## src/rtl/core/npv_pkg.sv

```systemverilog
// shared types, codes and reserved namespace tables for the path validator
package npv_pkg;

    typedef logic [7:0] t_byte;

    typedef enum logic [2:0] {
        ST_VALID     = 3'd0,
        ST_EMPTY     = 3'd1,
        ST_TOO_LONG  = 3'd2,
        ST_BAD_NS    = 3'd3,
        ST_BAD_CHAR  = 3'd4,
        ST_EMPTY_SEG = 3'd5,
        ST_DOT_SEG   = 3'd6
    } t_status;

    localparam int NAME_LEN_W = 8;
    localparam int PREFIX_W   = 4;
    localparam int SEG_W      = 2;
    localparam int NS_COUNT   = 5;
    localparam int NS_CAP     = 8;
    localparam int SEG_CAP    = 3;

    localparam t_byte CH_NUL   = 8'h00;
    localparam t_byte CH_COLON = 8'h3a;
    localparam t_byte CH_SLASH = 8'h2f;
    localparam t_byte CH_DOT   = 8'h2e;

    // reserved words, byte p of word i at bits [8p+7:8p]
    localparam logic [NS_COUNT-1:0][NS_CAP*8-1:0] NS_TEXT = {
        64'h0000_0000_0064_6f6d,
        64'h0000_656e_6967_6e65,
        64'h0064_6572_6572_6966,
        64'h0064_6c61_7265_6d65,
        64'h0000_0000_336e_6567
    };
    localparam logic [NS_COUNT-1:0][PREFIX_W-1:0] NS_LEN = {4'd3, 4'd6, 4'd7, 4'd7, 4'd4};

    // segment alphabet: a-z, 0-9, dot, underscore, dash
    function automatic logic seg_char(input t_byte c);
        seg_char = (c >= 8'h61 && c <= 8'h7a) || (c >= 8'h30 && c <= 8'h39)
                || c == CH_DOT || c == 8'h5f || c == 8'h2d;
    endfunction

endpackage

```

## src/rtl/core/npv_char_if.sv

```systemverilog
// valid/ready channel carrying one name byte per word
interface npv_char_if;
    logic               valid;
    logic               ready;
    npv_pkg::t_byte     char_code;

    modport source (output valid, output char_code, input ready);
    modport sink   (input valid, input char_code, output ready);
endinterface

```

## src/rtl/core/npv_status_if.sv

```systemverilog
// valid/ready channel carrying one validation status per word
interface npv_status_if;
    logic        valid;
    logic        ready;
    logic [2:0]  status;

    modport source (output valid, output status, input ready);
    modport sink   (input valid, input status, output ready);
endinterface

```

## src/rtl/core/namespaced_path_validator.sv

```systemverilog
// streaming validator for namespaced resource names, one byte per cycle, except that
// a terminating zero byte stalls while the result register holds an untaken status
// a zero byte's status passes the input register, then the result register; other
// bytes produce no word
// reset: synchronous active-low i_rst_n empties both registers and clears name state
module namespaced_path_validator #(
    parameter int MAX_NAME_LENGTH = 128
) (
    input  logic                 i_clk,
    input  logic                 i_rst_n,
    npv_char_if.sink             i_char,
    npv_status_if.source         o_status
);

    localparam logic [npv_pkg::NAME_LEN_W-1:0] MAX_LEN = npv_pkg::NAME_LEN_W'(MAX_NAME_LENGTH);

    logic                                r_in_valid;
    npv_pkg::t_byte                      r_in_char;
    logic                                r_out_valid;
    npv_pkg::t_status                    r_out_status;

    logic                                r_in_path,        n_in_path;
    logic [npv_pkg::NAME_LEN_W-1:0]      r_name_length,    n_name_length;
    logic [npv_pkg::PREFIX_W-1:0]        r_prefix_length,  n_prefix_length;
    logic [npv_pkg::NS_COUNT-1:0]        r_match_mask,     n_match_mask;
    logic                                r_prefix_bad,     n_prefix_bad;
    logic                                r_prefix_error,   n_prefix_error;
    logic [npv_pkg::SEG_W-1:0]           r_seg_length,     n_seg_length;
    logic                                r_seg_all_dots,   n_seg_all_dots;
    npv_pkg::t_status                    r_first_err,      n_first_err;
    logic                                n_out_valid;
    npv_pkg::t_status                    n_out_status;

    logic                                w_out_free;
    logic                                w_consume;
    logic                                w_is_end;
    logic                                w_no_path;
    npv_pkg::t_status                    w_close;
    npv_pkg::t_status                    w_end_status;

    assign w_out_free   = !r_out_valid || o_status.ready;
    assign w_is_end     = (r_in_char == npv_pkg::CH_NUL);
    // zero byte needs a free result slot, other bytes always drain
    assign w_consume    = r_in_valid && (!w_is_end || w_out_free);
    assign i_char.ready = !r_in_valid || w_consume;

    assign o_status.valid  = r_out_valid;
    assign o_status.status = r_out_status;

    // colon was the last byte: nothing after it
    assign w_no_path = (r_prefix_length < npv_pkg::PREFIX_W'(npv_pkg::NS_CAP))
        && (r_name_length == npv_pkg::NAME_LEN_W'(r_prefix_length) + 8'd1);

    always_comb begin
        if (r_seg_length == '0) begin
            w_close = npv_pkg::ST_EMPTY_SEG;
        end else if (r_seg_all_dots && r_seg_length <= 2'd2) begin
            w_close = npv_pkg::ST_DOT_SEG;
        end else begin
            w_close = npv_pkg::ST_VALID;
        end
    end

    always_comb begin
        priority if (r_name_length == '0) begin
            w_end_status = npv_pkg::ST_EMPTY;
        end else if (r_name_length > MAX_LEN) begin
            w_end_status = npv_pkg::ST_TOO_LONG;
        end else if (!r_in_path || r_prefix_error || r_match_mask == '0 || w_no_path) begin
            w_end_status = npv_pkg::ST_BAD_NS;
        end else if (r_prefix_bad) begin
            w_end_status = npv_pkg::ST_BAD_CHAR;
        end else if (r_first_err != npv_pkg::ST_VALID) begin
            w_end_status = r_first_err;
        end else begin
            w_end_status = w_close;
        end
    end

    always_comb begin
        n_in_path       = r_in_path;
        n_name_length   = r_name_length;
        n_prefix_length = r_prefix_length;
        n_match_mask    = r_match_mask;
        n_prefix_bad    = r_prefix_bad;
        n_prefix_error  = r_prefix_error;
        n_seg_length    = r_seg_length;
        n_seg_all_dots  = r_seg_all_dots;
        n_first_err     = r_first_err;
        n_out_valid     = r_out_valid && !o_status.ready;
        n_out_status    = r_out_status;

        if (w_consume) begin
            if (w_is_end) begin
                n_out_valid     = 1'b1;
                n_out_status    = w_end_status;
                n_in_path       = 1'b0;
                n_name_length   = '0;
                n_prefix_length = '0;
                n_match_mask    = '1;
                n_prefix_bad    = 1'b0;
                n_prefix_error  = 1'b0;
                n_seg_length    = '0;
                n_seg_all_dots  = 1'b1;
                n_first_err     = npv_pkg::ST_VALID;
            end else begin
                if (r_name_length <= MAX_LEN) begin
                    n_name_length = r_name_length + 8'd1;
                end

                if (!r_in_path) begin
                    if (r_in_char == npv_pkg::CH_COLON) begin
                        n_in_path = 1'b1;
                        for (int i = 0; i < npv_pkg::NS_COUNT; i++) begin
                            if (r_prefix_length != npv_pkg::NS_LEN[i]) begin
                                n_match_mask[i] = 1'b0;
                            end
                        end
                    end else begin
                        if (!npv_pkg::seg_char(r_in_char)) begin
                            n_prefix_bad = 1'b1;
                        end
                        if (r_prefix_length < npv_pkg::PREFIX_W'(npv_pkg::NS_CAP)) begin
                            for (int i = 0; i < npv_pkg::NS_COUNT; i++) begin
                                if (r_prefix_length >= npv_pkg::NS_LEN[i]
                                    || npv_pkg::NS_TEXT[i][{r_prefix_length[2:0], 3'b000} +: 8]
                                       != r_in_char) begin
                                    n_match_mask[i] = 1'b0;
                                end
                            end
                            n_prefix_length = r_prefix_length + 4'd1;
                        end
                    end
                end else begin
                    if (r_in_char == npv_pkg::CH_COLON) begin
                        n_prefix_error = 1'b1;
                    end
                    if (r_in_char == npv_pkg::CH_SLASH) begin
                        if (r_first_err == npv_pkg::ST_VALID) begin
                            n_first_err = w_close;
                        end
                        n_seg_length   = '0;
                        n_seg_all_dots = 1'b1;
                    end else if (!npv_pkg::seg_char(r_in_char)) begin
                        if (r_first_err == npv_pkg::ST_VALID) begin
                            n_first_err = npv_pkg::ST_BAD_CHAR;
                        end
                    end else begin
                        if (r_seg_length < npv_pkg::SEG_W'(npv_pkg::SEG_CAP)) begin
                            n_seg_length = r_seg_length + 2'd1;
                        end
                        if (r_in_char != npv_pkg::CH_DOT) begin
                            n_seg_all_dots = 1'b0;
                        end
                    end
                end
            end
        end
    end

    always_ff @(posedge i_clk) begin
        if (i_char.valid && i_char.ready) begin
            r_in_char <= i_char.char_code;
        end
        r_out_status <= n_out_status;
    end

    always_ff @(posedge i_clk) begin
        if (!i_rst_n) begin
            r_in_valid      <= 1'b0;
            r_out_valid     <= 1'b0;
            r_in_path       <= 1'b0;
            r_name_length   <= '0;
            r_prefix_length <= '0;
            r_match_mask    <= '1;
            r_prefix_bad    <= 1'b0;
            r_prefix_error  <= 1'b0;
            r_seg_length    <= '0;
            r_seg_all_dots  <= 1'b1;
            r_first_err     <= npv_pkg::ST_VALID;
        end else begin
            if (i_char.ready) begin
                r_in_valid <= i_char.valid;
            end
            r_out_valid     <= n_out_valid;
            r_in_path       <= n_in_path;
            r_name_length   <= n_name_length;
            r_prefix_length <= n_prefix_length;
            r_match_mask    <= n_match_mask;
            r_prefix_bad    <= n_prefix_bad;
            r_prefix_error  <= n_prefix_error;
            r_seg_length    <= n_seg_length;
            r_seg_all_dots  <= n_seg_all_dots;
            r_first_err     <= n_first_err;
        end
    end

    // end of name always yields a result and restarts the name
    a_end_clears: assert property (@(posedge i_clk) disable iff (!i_rst_n)
        w_consume && w_is_end |=> r_out_valid && r_name_length == '0 && !r_in_path)
        else $error("end of name did not produce a result or clear state");

    a_prefix_cap: assert property (@(posedge i_clk) disable iff (!i_rst_n)
        r_prefix_length <= npv_pkg::PREFIX_W'(npv_pkg::NS_CAP))
        else $error("namespace length ran past its cap");

    a_path_err_code: assert property (@(posedge i_clk) disable iff (!i_rst_n)
        r_first_err == npv_pkg::ST_VALID || r_first_err == npv_pkg::ST_BAD_CHAR
        || r_first_err == npv_pkg::ST_EMPTY_SEG || r_first_err == npv_pkg::ST_DOT_SEG)
        else $error("recorded path error is not a path status");

    // path errors are only recorded once a colon was seen
    a_err_needs_path: assert property (@(posedge i_clk) disable iff (!i_rst_n)
        r_first_err != npv_pkg::ST_VALID |-> r_in_path)
        else $error("path error recorded before the namespace ended");

endmodule

```

## src/flat_wrapper.sv

```systemverilog
// flat-port wrapper written by rule: the top's interface ports become plain ports
module namespaced_path_validator_flat 
#(
    parameter int MAX_NAME_LENGTH = 128
)
  (i_clk, i_rst_n, i_char_valid, i_char_char_code, i_char_ready, o_status_valid, o_status_status, o_status_ready);
  npv_char_if i_char_i ();
  npv_status_if o_status_i ();
  input  logic i_clk;
  input  logic i_rst_n;
  input wire logic [$bits(i_char_i.valid)-1:0] i_char_valid;
  input wire logic [$bits(i_char_i.char_code)-1:0] i_char_char_code;
  output wire logic [$bits(i_char_i.ready)-1:0] i_char_ready;
  output wire logic [$bits(o_status_i.valid)-1:0] o_status_valid;
  output wire logic [$bits(o_status_i.status)-1:0] o_status_status;
  input wire logic [$bits(o_status_i.ready)-1:0] o_status_ready;
  assign i_char_i.valid = i_char_valid;
  assign i_char_i.char_code = i_char_char_code;
  assign i_char_ready = i_char_i.ready;
  assign o_status_valid = o_status_i.valid;
  assign o_status_status = o_status_i.status;
  assign o_status_i.ready = o_status_ready;
  namespaced_path_validator #(.MAX_NAME_LENGTH(MAX_NAME_LENGTH)) u_core (.i_clk(i_clk), .i_rst_n(i_rst_n), .i_char(i_char_i), .o_status(o_status_i));
endmodule
```

## config.mk

```make
export PLATFORM = sky130hd
export DESIGN_NAME = namespaced_path_validator_flat
export DESIGN_NICKNAME = d
export VERILOG_FILES = /design/src/rtl/core/npv_pkg.sv /design/src/rtl/core/npv_char_if.sv /design/src/rtl/core/npv_status_if.sv /design/src/rtl/core/namespaced_path_validator.sv /design/src/flat_wrapper.sv
export SDC_FILE = /design/constraint.sdc
export NUM_CORES = 1
export LEC_CHECK = 0
export BUFFER_PORTS_ARGS = -buffer_cell sky130_fd_sc_hd__clkbuf_2
export CAP_MARGIN = 20
export CORE_MARGIN = 3
export CORE_UTILIZATION = 45
export CTS_CLUSTER_DIAMETER = 80
export DETAILED_ROUTE_END_ITERATION = 10
export PLACE_DENSITY = 0.59
export RECOVER_POWER = 100
export SLEW_MARGIN = 10
export SYNTH_ARGS = -nofsm -noshare
export SYNTH_HDL_FRONTEND = slang
export SYNTH_SLANG_ARGS = --single-unit
```

## constraint.sdc

```tcl
create_clock -name i_clk -period 5.2 [get_ports i_clk]
set_input_delay 0.52 -clock i_clk [delete_from_list [all_inputs] [get_ports i_clk]]
set_output_delay 0.52 -clock i_clk [all_outputs]
set_load 0.01 [all_outputs]
```

==> results of run 1 <==
## worst min path at each step
stage / startpoint / endpoint / slack [ns] / cells after the start
6_report: i_char_char_code[1] / u_core.r_in_char[1] / 0.39 / 1
4_1_cts: i_char_char_code[1] / u_core.r_in_char[1] / 0.39 / 1
3_3_place_gp: u_core.r_prefix_error / u_core.r_prefix_error / 0.46 / 2
5_1_grt: i_char_char_code[1] / u_core.r_in_char[1] / 0.38 / 1
2_1_floorplan: u_core.r_prefix_error / u_core.r_prefix_error / 0.44 / 2
3_5_place_dp: u_core.r_prefix_error / u_core.r_prefix_error / 0.46 / 2
## through the flow
stage / utilization, % / instances
3_5_place_dp: 49.2 / 378
2_1_floorplan: - / 312
5_1_grt: 50.2 / 386
3_3_place_gp: 49.2 / 378
6_report: 50.2 / 386
4_1_cts: 51.0 / 386
## registers in the layout, summed over array words and instances, names as in the netlist
name / cells
u_core.r_in_valid: 1
u_core.r_seg_length: 2
u_core.o_status.valid: 1
u_core.r_prefix_length: 4
u_core.r_prefix_bad: 1
u_core.r_first_err: 3
u_core.r_name_length: 8
u_core.r_match_mask: 5
u_core.r_in_path: 1
u_core.r_in_char: 8
u_core.r_seg_all_dots: 1
u_core.r_prefix_error: 1
u_core.o_status.status: 3
## cell families after synthesis
kind of cell / count (synthesis) / synth area share [%]
flip-flops: 39 / 32.7
AO/OA/AOI/OAI: 80 / 22.1
multiplexers: 3 / 1.10
AND/OR/NAND/NOR: 111 / 23.7
adder cells (fa/ha/maj): 13 / 5.87
buffers and inverters: 41 / 6.52
XOR/XNOR: 25 / 8.03
## power groups by stage
stage / Combinational (mW) / Sequential, mW / Clock, mW
6_report: 0.0912 / 0.353 / 0.234
5_1_grt: 0.102 / 0.356 / 0.255
4_1_cts: 0.0931 / 0.354 / 0.239
3_5_place_dp: 0.0929 / 0.361 / 0
3_3_place_gp: 0.0927 / 0.360 / 0
2_1_floorplan: 0.0903 / 0.341 / 0
## layer usage
metal | wire [um] | vias up | global-route usage (%)
met1 | 3140 | 1105 | 26.2
met2 | 2970 | 45 | 29.8
met5 | 0 | - | 0
li1 | - | 1143 | -
met3 | 218 | 6 | 4.44
met4 | 53 | 0 | 3.95
## final cells by class
class	count	area, um^2	area share, %
Tap cell	72	90.1	3.16
Inverter	19	71.3	2.50
Multi-Input combinational cell	232	1620	56.8
Clock buffer	7	96.3	3.38
Clock inverter	1	7.51	0.263
Sequential cell	39	891	31.3
Timing Repair Buffer	16	73.8	2.59
## Yosys cell counts (2+ instances only)
master and n:
sky130_fd_sc_hd__nand2_1 23, sky130_fd_sc_hd__mux2i_1 3, sky130_fd_sc_hd__and2_1 2, sky130_fd_sc_hd__or3_1 6
sky130_fd_sc_hd__edfxtp_1 11, sky130_fd_sc_hd__nand4_1 5, sky130_fd_sc_hd__dfxtp_1 28, sky130_fd_sc_hd__or2_2 2
sky130_fd_sc_hd__o211ai_1 5, sky130_fd_sc_hd__nor3_1 10, sky130_fd_sc_hd__a31oi_1 7, sky130_fd_sc_hd__nand2b_1 2
sky130_fd_sc_hd__ha_1 12, sky130_fd_sc_hd__buf_2 10, sky130_fd_sc_hd__o21a_1 5, sky130_fd_sc_hd__nor4_1 3
sky130_fd_sc_hd__and3_1 6, sky130_fd_sc_hd__a41o_1 5, sky130_fd_sc_hd__a41oi_1 3, sky130_fd_sc_hd__xnor2_1 14
sky130_fd_sc_hd__o221ai_1 2, sky130_fd_sc_hd__o21ai_0 7, sky130_fd_sc_hd__or4_1 2, sky130_fd_sc_hd__o32ai_1 4
sky130_fd_sc_hd__xor2_1 11, sky130_fd_sc_hd__a21oi_1 23, sky130_fd_sc_hd__clkbuf_1 10, sky130_fd_sc_hd__nor2b_1 5
sky130_fd_sc_hd__or4b_1 2, sky130_fd_sc_hd__nor4_4 2, sky130_fd_sc_hd__inv_1 18, sky130_fd_sc_hd__a221o_1 2
sky130_fd_sc_hd__nor2_1 22, sky130_fd_sc_hd__o22ai_1 3, sky130_fd_sc_hd__nand3_1 9
==> results.txt, run 1 <==
----------------------------------------------------
[Run]
  Count of max-cap constraint violations ... 0

[Cells and area]
  Most frequent standard cell in the layout excluding fill and tap cells ... sky130_fd_sc_hd__dfxtp_1
  Commonest cells after routing, fill and taps aside ... sky130_fd_sc_hd__dfxtp_1 (28), sky130_fd_sc_hd__nand2_1 (23), sky130_fd_sc_hd__a21oi_1 (23)
  Fillcell total ... 561
  Area growth from synthesis to final layout ... 4.54%
  Fraction of final layout cells sized beyond drive strength 1 ... 8.28%
  Antenna Diode Count ... 0
  Post-route cell area ... 2850 um^2
  Nets@finish ... 337

[Synthesis]
  Portion of synthesized cell area occupied by the leading cell type ... 20.6%
  Ys Warns ... 0
  Most instantiated flip-flop cell in the synthesis netlist ... sky130_fd_sc_hd__dfxtp_1
  Asr flop ratio synth ... 0%
  Synthesized area ... 2730 um^2
  Number of library cell types mapped by synthesis ... 63
  Cell taking the most area after synthesis ... sky130_fd_sc_hd__dfxtp_1
  Flop and latch count out of synthesis ... 39
  Mapped Avg Cell Area ... 8.74 um^2
  Number of flops mapped to enable cells by yosys ... 11
  Leading cell types by total area after synthesis ... sky130_fd_sc_hd__dfxtp_1 (21%), sky130_fd_sc_hd__edfxtp_1 (12%), sky130_fd_sc_hd__ha_1 (5.5%)
  Mapped Nets ... 336
  Cells after synthesis ... 312
  Register area share after synthesis ... 32.7%

[Critical path]
  Largest incremental delay on the critical path ... 0.80 ns
  Data arrival, critical path ... 2.75 ns
  Worst reg2reg startpoint ... u_core.r_in_char[1]
  Startpoint of the worst setup timing path ... u_core.r_in_char[1]
  Worst EP required ... 4.68 ns
  Critical path class ... reg2out
  Crit path cell chain ... nor4_1 > and2_0 > nand3_1 > clkbuf_1
  R2R setup slack ... 2.09 ns
  Cell count along the critical path ... 4
  Dominant delay contributor by cell family on the critical path ... simple AND/OR/NAND/NOR gates
  Critical path startpoint category ... flop
  Biggest fanout along the worst timing path ... 17
  Capturing point of the worst reg2reg path ... u_core.r_prefix_length[2]
  Slowest library cell on the worst path ... sky130_fd_sc_hd__and2_0
  CP endpoint ... i_char_ready
  Sum of buffers and inverters on the critical path ... 1
  Worst R2R Path Depth ... 5
  Sort of element at the end of the critical path ... output port

[Pwr]
  Part of the total power dissipated in sequential elements ... 52.1%
  Combinational group share of total power ... 13.5%
  Relative contribution of the clock network to total power ... 34.5%
  IR Drop Worst-Case VDD ... 146 uV
  Post-layout power ... 0.678 mW
  Share of total power consumed by net switching ... 28.1%
  Pwr per Cell Area ... 238 nW/um^2
  Standby leakage power ... 1.05 nW
  Total internal power ... 0.487 mW
  Switching power total ... 0.191 mW

[Placed design]
  Estimated wirelength of the detail-placed design ... 4.58 mm
  Number of buffer cells added on primary ports ... 16
  Pre-CTS WS ... 2.54 ns
  RePlAce Congestion ... 0.859
  Total cell area at the placement stage ... 2790 um^2

[Floorplan]
  DIE HEIGHT ... 83.8 um
  Core box area ... 5680 um^2
  Die area ... 7030 um^2
  Ports placed on the boundary ... 17
  Initial Utilization ... 48.0%
  Width of the chip ... 83.8 um
  Cell Rows ... 27

[Drt]
  Avg WL per Cell ... 16.5 um
  Drt total wl ... 6.38 mm
  Detailed-route vias per instance ... 5.96
  Initial drt markers ... 191
  Post-detailed-route count of antenna-violating nets ... 0
  Routed vias ... 2,299
  Detailed-routing iteration count for the pre-antenna-repair pass ... 4
  Post-route DRC ... 0

[Clocking]
  Inserted Clock Buffers ... 5
  CTS tree ... done
  Later-pin clock latency in the skew report ... 0.30 ns
  CTS sink cnt ... 39
  Postcts setup bufs ... 0
  CTS root buf ... sky130_fd_sc_hd__clkbuf_8
  Maximum root-to-sink buffer count ... 2
  Clock-pin slew on the worst setup and hold paths ... 0.08 ns
  Deepest level of the CTS H-tree ... 2
  Number of gates resized after CTS ... 0
  Hold-fix buffers, CTS ... 0

[Timing]
  Final hold violation count ... 0
  Hold Slack ... 0.394 ns
  Clock period minus worst slack ... 3.27 ns
  Relative max-transition margin ... 36.7%
  Worst slew pin tran ... 0.944 ns
  Largest clock skew in the final design ... 0.0129 ns
  Final setup slack of the worst path ... 1.93 ns
  Number of endpoints failing setup at the final stage ... 0
  Period Utilization, post-route ... 62.9%
  Maximum operating frequency ... 0.306 GHz
  RSZ-0062 raised after global routing ... false
  Final count of pins violating max slew ... 0
  Aggregate negative setup slack ... 0 ns

[Worst hold path]
  Class of the tightest hold or removal check ... in2reg

[GRT]
  Wire length of the first global-routing pass ... 10.8 mm
  Gr ovfl total ... 0
  Initial antenna violation count ... 0
  All-Layer GR Usage ... 18.9%
  Largest net degree at the start of global routing ... 24
  Via count of the first global-routing pass ... 2,145

[Run status]
  Result of the run ... finished, final reports clean

----------------------------------------------------
No activity file was read; power rests on OpenSTA's default activity.
==> inputs of run 2 (changes only) <==
--- a/config.mk
+++ b/config.mk
@@ -11,7 +11,7 @@
 export CORE_UTILIZATION = 45
 export CTS_CLUSTER_DIAMETER = 80
 export DETAILED_ROUTE_END_ITERATION = 10
-export PLACE_DENSITY = 0.59
+export PLACE_DENSITY = 0.61
 export RECOVER_POWER = 100
 export SLEW_MARGIN = 10
 export SYNTH_ARGS = -nofsm -noshare
==> constraint.sdc (replaced) <==
create_clock -name i_clk -period 3 [get_ports i_clk]
set_input_delay 0.3 -clock i_clk [delete_from_list [all_inputs] [get_ports i_clk]]
set_output_delay 0.3 -clock i_clk [all_outputs]
set_load 0.01 [all_outputs]
==> run 2 against run 1 <==
  * Clock-buffer cell count unchanged
  * Highest routed layer unchanged
  * Register-to-register slack got worse by 1.6 ns
  * Critical path depth unchanged
  * Power up 72%
==> results.txt, run 2 (synthesis results as in run 1) <==
----------------------------------------------------
[Timing]
  Largest clock skew in the final design ... 0.0144 ns (+0.00149 ns)
  Clock period minus worst slack ... 2.54 ns
  Final setup slack of the worst path ... 0.461 ns (-1.47 ns)
  Final count of pins violating max slew ... 0 (unchanged)
  Period Utilization, post-route ... 84.6%
  RSZ-0062 raised after global routing ... false
  Relative max-transition margin ... 49.8% (+13 points)
  Aggregate negative setup slack ... 0 ns (unchanged)
  Worst slew pin tran ... 0.750 ns (-0.195 ns)
  Final hold violation count ... 0 (unchanged)
  Maximum operating frequency ... 0.394 GHz
  Number of endpoints failing setup at the final stage ... 0 (unchanged)

[Clocking]
  Inserted Clock Buffers ... 5 (unchanged)
  Postcts setup bufs ... 0 (unchanged)
  CTS tree ... done
  Maximum root-to-sink buffer count ... 2 (unchanged)
  Hold-fix buffers, CTS ... 0 (unchanged)
  Deepest level of the CTS H-tree ... 2 (unchanged)
  CTS root buf ... sky130_fd_sc_hd__clkbuf_8
  Later-pin clock latency in the skew report ... 0.30 ns (about the same)
  CTS sink cnt ... 39 (unchanged)
  Clock-pin slew on the worst setup and hold paths ... 0.07 ns (about the same)
  Number of gates resized after CTS ... 0 (unchanged)

[Cells and area]
  Biggest regs ... u_core.r_in_char (8), u_core.r_name_length (8), u_core.r_match_mask (5)
  Nets@finish ... 341 (+1.2%)
  Commonest cells after routing, fill and taps aside ... sky130_fd_sc_hd__dfxtp_1 (28), sky130_fd_sc_hd__nand2_1 (23), sky130_fd_sc_hd__a21oi_1 (23)
  Area of all sequential standard cells ... 891 um^2 (unchanged)
  Final core utilization ... 50.9% (+0.66 points)
  Antenna Diode Count ... 0 (unchanged)
  Fillcell total ... 542 (-3.4%)
  Post-route cell area ... 2890 um^2 (+1.3%)
  Fraction of final layout cells sized beyond drive strength 1 ... 9.12% (+0.84 points)
  Area growth from synthesis to final layout ... 5.92%
  Finished Layout Cells ... 390 (+1.0%)
  Most frequent standard cell in the layout excluding fill and tap cells ... sky130_fd_sc_hd__dfxtp_1
  Total area of multi-input combinational cells ... 1640 um^2 (+0.93%)

[Pwr]
  Total internal power ... 0.846 mW (+74%)
  Share of total power consumed by net switching ... 27.6% (-0.56 points)
  Relative contribution of the clock network to total power ... 33.7% (-0.8 points)
  IR Drop Worst-Case VDD ... 340 uV (+130%)
  Standby leakage power ... 1.07 nW (+1.4%)
  Part of the total power dissipated in sequential elements ... 52.2% (about the same)
  Switching power total ... 0.322 mW (+69%)
  Combinational group share of total power ... 14.1% (+0.6 points)
  Pwr per Cell Area ... 405 nW/um^2 (+70%)

[GRT]
  Largest net degree at the start of global routing ... 23 (-4.2%)
  All-Layer GR Usage ... 19.0% (+0.15 points)
  Initial antenna violation count ... 0 (unchanged)
  Gr ovfl total ... 0 (unchanged)
  Wire length of the first global-routing pass ... 10.8 mm (+0.58%)
  Via count of the first global-routing pass ... 2,176 (+1.4%)

[Critical path]
  R2R setup slack ... 0.46 ns (-1.63 ns)
  Worst reg2reg startpoint ... u_core.r_in_char[0]
  Critical path startpoint category ... flop
  Critical path class ... reg2out
  Worst EP required ... 2.70 ns (-1.98 ns)
  Capturing point of the worst reg2reg path ... u_core.r_prefix_length[2]
  Biggest fanout along the worst timing path ... 14 (-3)
  Data arrival, critical path ... 2.24 ns (-0.51 ns)
  Sort of element at the end of the critical path ... output port
  Worst R2R Path Depth ... 5 (unchanged)

[Drt]
  Drt total wl ... 6.40 mm (+0.27%)
  Post-detailed-route count of antenna-violating nets ... 0 (unchanged)
  Initial drt markers ... 142 (-26%)
  Detailed-routing iteration count for the pre-antenna-repair pass ... 4 (unchanged)
  Detailed-route vias per instance ... 5.91 (-0.77%)
  Routed vias ... 2,305 (+0.26%)
  Avg WL per Cell ... 16.4 um (-0.76%)
  Post-route DRC ... 0 (unchanged)

[Floorplan]
  Initial Utilization ... 48.0% (unchanged)
  Cell Rows ... 27 (unchanged)
  DIE HEIGHT ... 83.8 um (unchanged)
  Die area ... 7030 um^2 (unchanged)
  Core box area ... 5680 um^2 (unchanged)
  Ports placed on the boundary ... 17 (unchanged)
  Width of the chip ... 83.8 um (unchanged)

[Worst hold path]
  Critical hold path startpoint ... i_char_char_code[6]
  Depth of the worst hold-timing path ... 1 (unchanged)
  Worst Hold Path EP ... u_core.r_in_char[6]
  Class of the tightest hold or removal check ... in2reg

[Placed design]
  Number of buffer cells added on primary ports ... 16 (unchanged)
  Pre-CTS WS ... 0.524 ns (-2.01 ns)
  Estimated wirelength of the detail-placed design ... 4.75 mm (+3.6%)
  RePlAce Congestion ... 0.924 (+7.5%)
  Post-placement cell count ... 382 (+1.1%)
  Total cell area at the placement stage ... 2820 um^2 (+1.1%)

[Run]
  Count of max-cap constraint violations ... 0 (unchanged)

[Run status]
  Result of the run ... finished, final reports clean

----------------------------------------------------
[run 2: changes by cell type in the layout (fill, tap and decap cells not counted)]
cell | previous run | this run
sky130_fd_sc_hd__buf_4 | 0 | 2
sky130_fd_sc_hd__clkbuf_1 | 5 | 7
sky130_fd_sc_hd__nor4_1 | 4 | 3
sky130_fd_sc_hd__nor4_4 | 1 | 2
[run 2: stage by stage]
step	hold slack (ns)	total power [mW]
after CTS	0.176	1.18
after global routing	0.175	1.22
after global placement	0.456	0.787
after detailed placement	0.464	0.788
final	0.181	1.17
after floorplan	0.399	0.748
[run 2: layout make-up]
class,count,share of cell area [%]
well taps,72,3.12
flip-flops and latches,39,30.8
clock inverters,1,0.260
multi-input cells,232,56.6
clock buffers,7,3.34
inverters,19,2.47
repair buffers,20,3.34
[run 2: how the worst max path moves through the flow]
stage / startpoint / endpoint / cells past startpoint
floorplan: u_core.r_prefix_length[0] / u_core.o_status.status[1] / 9
finish: u_core.r_in_char[0] / i_char_ready / 4
CTS: u_core.r_prefix_length[0] / u_core.o_status.status[1] / 7
global placement: u_core.r_prefix_length[0] / u_core.o_status.status[1] / 7
detailed placement: u_core.r_prefix_length[0] / u_core.o_status.status[1] / 7
global route: u_core.r_in_char[1] / u_core.r_prefix_length[1] / 6
[run 2: worst max-delay path: stages (launching register included)]
cell,delay (ns)
sky130_fd_sc_hd__edfxtp_1,0.64
sky130_fd_sc_hd__nor4_4,0.46
sky130_fd_sc_hd__and2_0,0.50
sky130_fd_sc_hd__nand3_1,0.18
sky130_fd_sc_hd__clkbuf_1,0.16
[run 2: metal layers]
layer  share of wire, %  global-route usage, %  wire [um]
met2                 45                   29.6       2900
met5                  0                      0          0
met4               0.92                   5.41         59
met3                5.9                   3.36        378
met1                 48                   26.8       3060
[run 2: power by group through the flow]
stage | Combinational, mW | Clock [mW] | Sequential (mW)
2_1_floorplan | 0.156 | 0 | 0.592
3_3_place_gp | 0.166 | 0 | 0.621
3_5_place_dp | 0.166 | 0 | 0.622
4_1_cts | 0.167 | 0.401 | 0.609
5_1_grt | 0.185 | 0.422 | 0.614
6_report | 0.165 | 0.393 | 0.610
==> inputs of run 3 (changes only) <==
==> constraint.sdc (replaced) <==
create_clock -name i_clk -period 2.15 [get_ports i_clk]
set_input_delay 0.215 -clock i_clk [delete_from_list [all_inputs] [get_ports i_clk]]
set_output_delay 0.215 -clock i_clk [all_outputs]
set_load 0.01 [all_outputs]
==> run 3 against run 2 <==
  * Clock skew decreased by 0.0013 ns
  * Sequential power increased by 35%
  * Flip-flop and latch count unchanged
  * Power grew 39%
  * Register-to-register slack worse by 0.33 ns
  * Largest cell class unchanged
==> results.txt, run 3 (synthesis results as in run 1) <==
----------------------------------------------------
[GRT]
  Via count of the first global-routing pass ... 2,250 (+3.4%)
  Initial antenna violation count ... 0 (unchanged)
  All-Layer GR Usage ... 18.8% (-0.22 points)
  Wire length of the first global-routing pass ... 10.8 mm (about the same)
  Largest net degree at the start of global routing ... 22 (-4.3%)
  Gr ovfl total ... 0 (unchanged)

[Run status]
  Result of the run ... finished, final reports clean

[Timing]
  Aggregate negative setup slack ... 0 ns (unchanged)
  Final setup slack of the worst path ... 0.111 ns (-0.350 ns)
  Number of endpoints failing setup at the final stage ... 0 (unchanged)
  Maximum operating frequency ... 0.490 GHz
  Period Utilization, post-route ... 94.8%
  Largest clock skew in the final design ... 0.0131 ns (-0.00131 ns)
  Relative max-transition margin ... 47.6% (-2.2 points)
  Final count of pins violating max slew ... 0 (unchanged)
  Clock period minus worst slack ... 2.04 ns
  Final hold violation count ... 0 (unchanged)
  Worst slew pin tran ... 0.782 ns (+0.0326 ns)
  RSZ-0062 raised after global routing ... false

[Floorplan]
  Width of the chip ... 83.8 um (unchanged)
  Initial Utilization ... 48.0% (unchanged)
  Core box area ... 5680 um^2 (unchanged)
  Ports placed on the boundary ... 17 (unchanged)
  Cell Rows ... 27 (unchanged)
  Die area ... 7030 um^2 (unchanged)
  DIE HEIGHT ... 83.8 um (unchanged)

[Critical path]
  CP endpoint ... i_char_ready
  Sort of element at the end of the critical path ... output port
  R2R setup slack ... 0.13 ns (-0.33 ns)
  Capturing point of the worst reg2reg path ... u_core.o_status.status[1]
  Worst reg2reg startpoint ... u_core.r_prefix_length[0]
  Startpoint of the worst setup timing path ... u_core.r_in_char[1]
  Data arrival, critical path ... 1.82 ns (-0.42 ns)
  Biggest fanout along the worst timing path ... 6 (-8)
  Worst EP required ... 1.93 ns (-0.77 ns)
  Worst R2R Path Depth ... 7 (+2)
  Critical path class ... reg2out
  Critical path startpoint category ... flop

[Clocking]
  CTS sink cnt ... 39 (unchanged)
  CTS root buf ... sky130_fd_sc_hd__clkbuf_8
  CTS tree ... done
  Deepest level of the CTS H-tree ... 2 (unchanged)
  Inserted Clock Buffers ... 5 (unchanged)
  Later-pin clock latency in the skew report ... 0.29 ns (about the same)
  Hold-fix buffers, CTS ... 0 (unchanged)
  Clock-pin slew on the worst setup and hold paths ... 0.07 ns (about the same)
  Maximum root-to-sink buffer count ... 2 (unchanged)

[Cells and area]
  Area growth from synthesis to final layout ... 13.9%
  Antenna Diode Count ... 0 (unchanged)
  Commonest cells after routing, fill and taps aside ... sky130_fd_sc_hd__buf_4 (28), sky130_fd_sc_hd__dfxtp_1 (28), sky130_fd_sc_hd__nand2_1 (23), sky130_fd_sc_hd__a21oi_1 (23), sky130_fd_sc_hd__nor2_1 (22)
  Biggest regs ... u_core.r_in_char (8), u_core.r_name_length (8), u_core.r_match_mask (5)
  Nets@finish ... 366 (+7.3%)
  Final core utilization ... 54.7% (+3.8 points)
  Fraction of final layout cells sized beyond drive strength 1 ... 18.4% (+9.2 points)

[Pwr]
  Pwr per Cell Area ... 524 nW/um^2 (+29%)
  Standby leakage power ... 1.20 nW (+13%)
  IR Drop Worst-Case VDD ... 369 uV (+8.4%)

[Drt]
  Post-route DRC ... 0 (unchanged)
  Post-detailed-route count of antenna-violating nets ... 0 (unchanged)
  Routed vias ... 2,393 (+3.8%)
  Avg WL per Cell ... 15.3 um (-6.7%)
  Initial drt markers ... 141 (-0.70%)
  Detailed-route vias per instance ... 5.77 (-2.4%)
  Drt total wl ... 6.35 mm (-0.73%)
  Detailed-routing iteration count for the pre-antenna-repair pass ... 4 (unchanged)

[Placed design]
  RePlAce Congestion ... 0.867 (-6.1%)
  Number of buffer cells added on primary ports ... 16 (unchanged)
  Estimated wirelength of the detail-placed design ... 4.79 mm (+0.91%)
  Pre-CTS WS ... 0.0270 ns (-0.497 ns)

[Worst hold path]
  Class of the tightest hold or removal check ... in2reg

[Run]
  Count of max-cap constraint violations ... 0 (unchanged)

----------------------------------------------------
-- run 3: critical path: stages, from the launching register on --
cell                       delay (ns)
sky130_fd_sc_hd__edfxtp_1        0.45
sky130_fd_sc_hd__nor4_4          0.41
sky130_fd_sc_hd__and2_2          0.28
sky130_fd_sc_hd__buf_4           0.16
sky130_fd_sc_hd__nand3_1         0.09
sky130_fd_sc_hd__clkbuf_2        0.16
-- run 3: power by group --
part	leakage, nW	internal (mW)	switching (mW)
combinational	0.825	0.134	0.162
clock	0.0482	0.259	0.251
sequential	0.329	0.784	0.0366
-- run 3: per-layer routing --
| layer | vias to the layer above | track usage, % | part of all wire, % |
|---|---|---|---|
| met3 | 11 | 2.96 | 3.1 |
| met2 | 43 | 30.2 | 46 |
| li1 | 1203 | - | - |
| met5 | - | 0 | 0 |
| met4 | 0 | 5.99 | 1.5 |
| met1 | 1136 | 25.7 | 49 |
-- run 3: final cells by class --
class | count | area, um^2
fillers | 547 | 2570
repair buffers | 45 | 297
multi-input cells | 232 | 1670
clock inverters | 1 | 5.00
clock buffers | 7 | 86.3
flip-flops and latches | 39 | 891
well taps | 72 | 90.1
inverters | 19 | 71.3
-- run 3: worst min-delay path by stage --
stage	endpoint	startpoint	cells past startpoint	slack [ns]
final	u_core.r_in_char[0]	i_char_char_code[0]	1	0.10
after floorplan	u_core.r_in_char[0]	i_char_char_code[0]	0	0.31
after global routing	u_core.r_in_char[5]	i_char_char_code[5]	1	0.09
after CTS	u_core.r_in_char[6]	i_char_char_code[6]	1	0.1
after global placement	u_core.r_in_char[2]	i_char_char_code[2]	1	0.39
after detailed placement	u_core.r_in_char[6]	i_char_char_code[6]	1	0.39
-- run 3: per-stage QoR --
step | hold WS, ns | instances | cell area [um^2] | power [mW]
6_report | 0.103 | 415 | 3110 | 1.63
5_1_grt | 0.0904 | 415 | 3110 | 1.71
4_1_cts | 0.0974 | 410 | 3060 | 1.63
3_5_place_dp | 0.394 | 402 | 2970 | 1.13
3_3_place_gp | 0.392 | 402 | 2970 | 1.12
2_1_floorplan | 0.314 | 312 | 2730 | 1.05
-- run 3: repair_timing --
| item | 4_1_cts | 5_1_grt |
|---|---|---|
| buffers inserted | 0 | 5 |
| gates resized for setup | 0 | 4 |
| setup endpoints to repair | 0 | 5 |
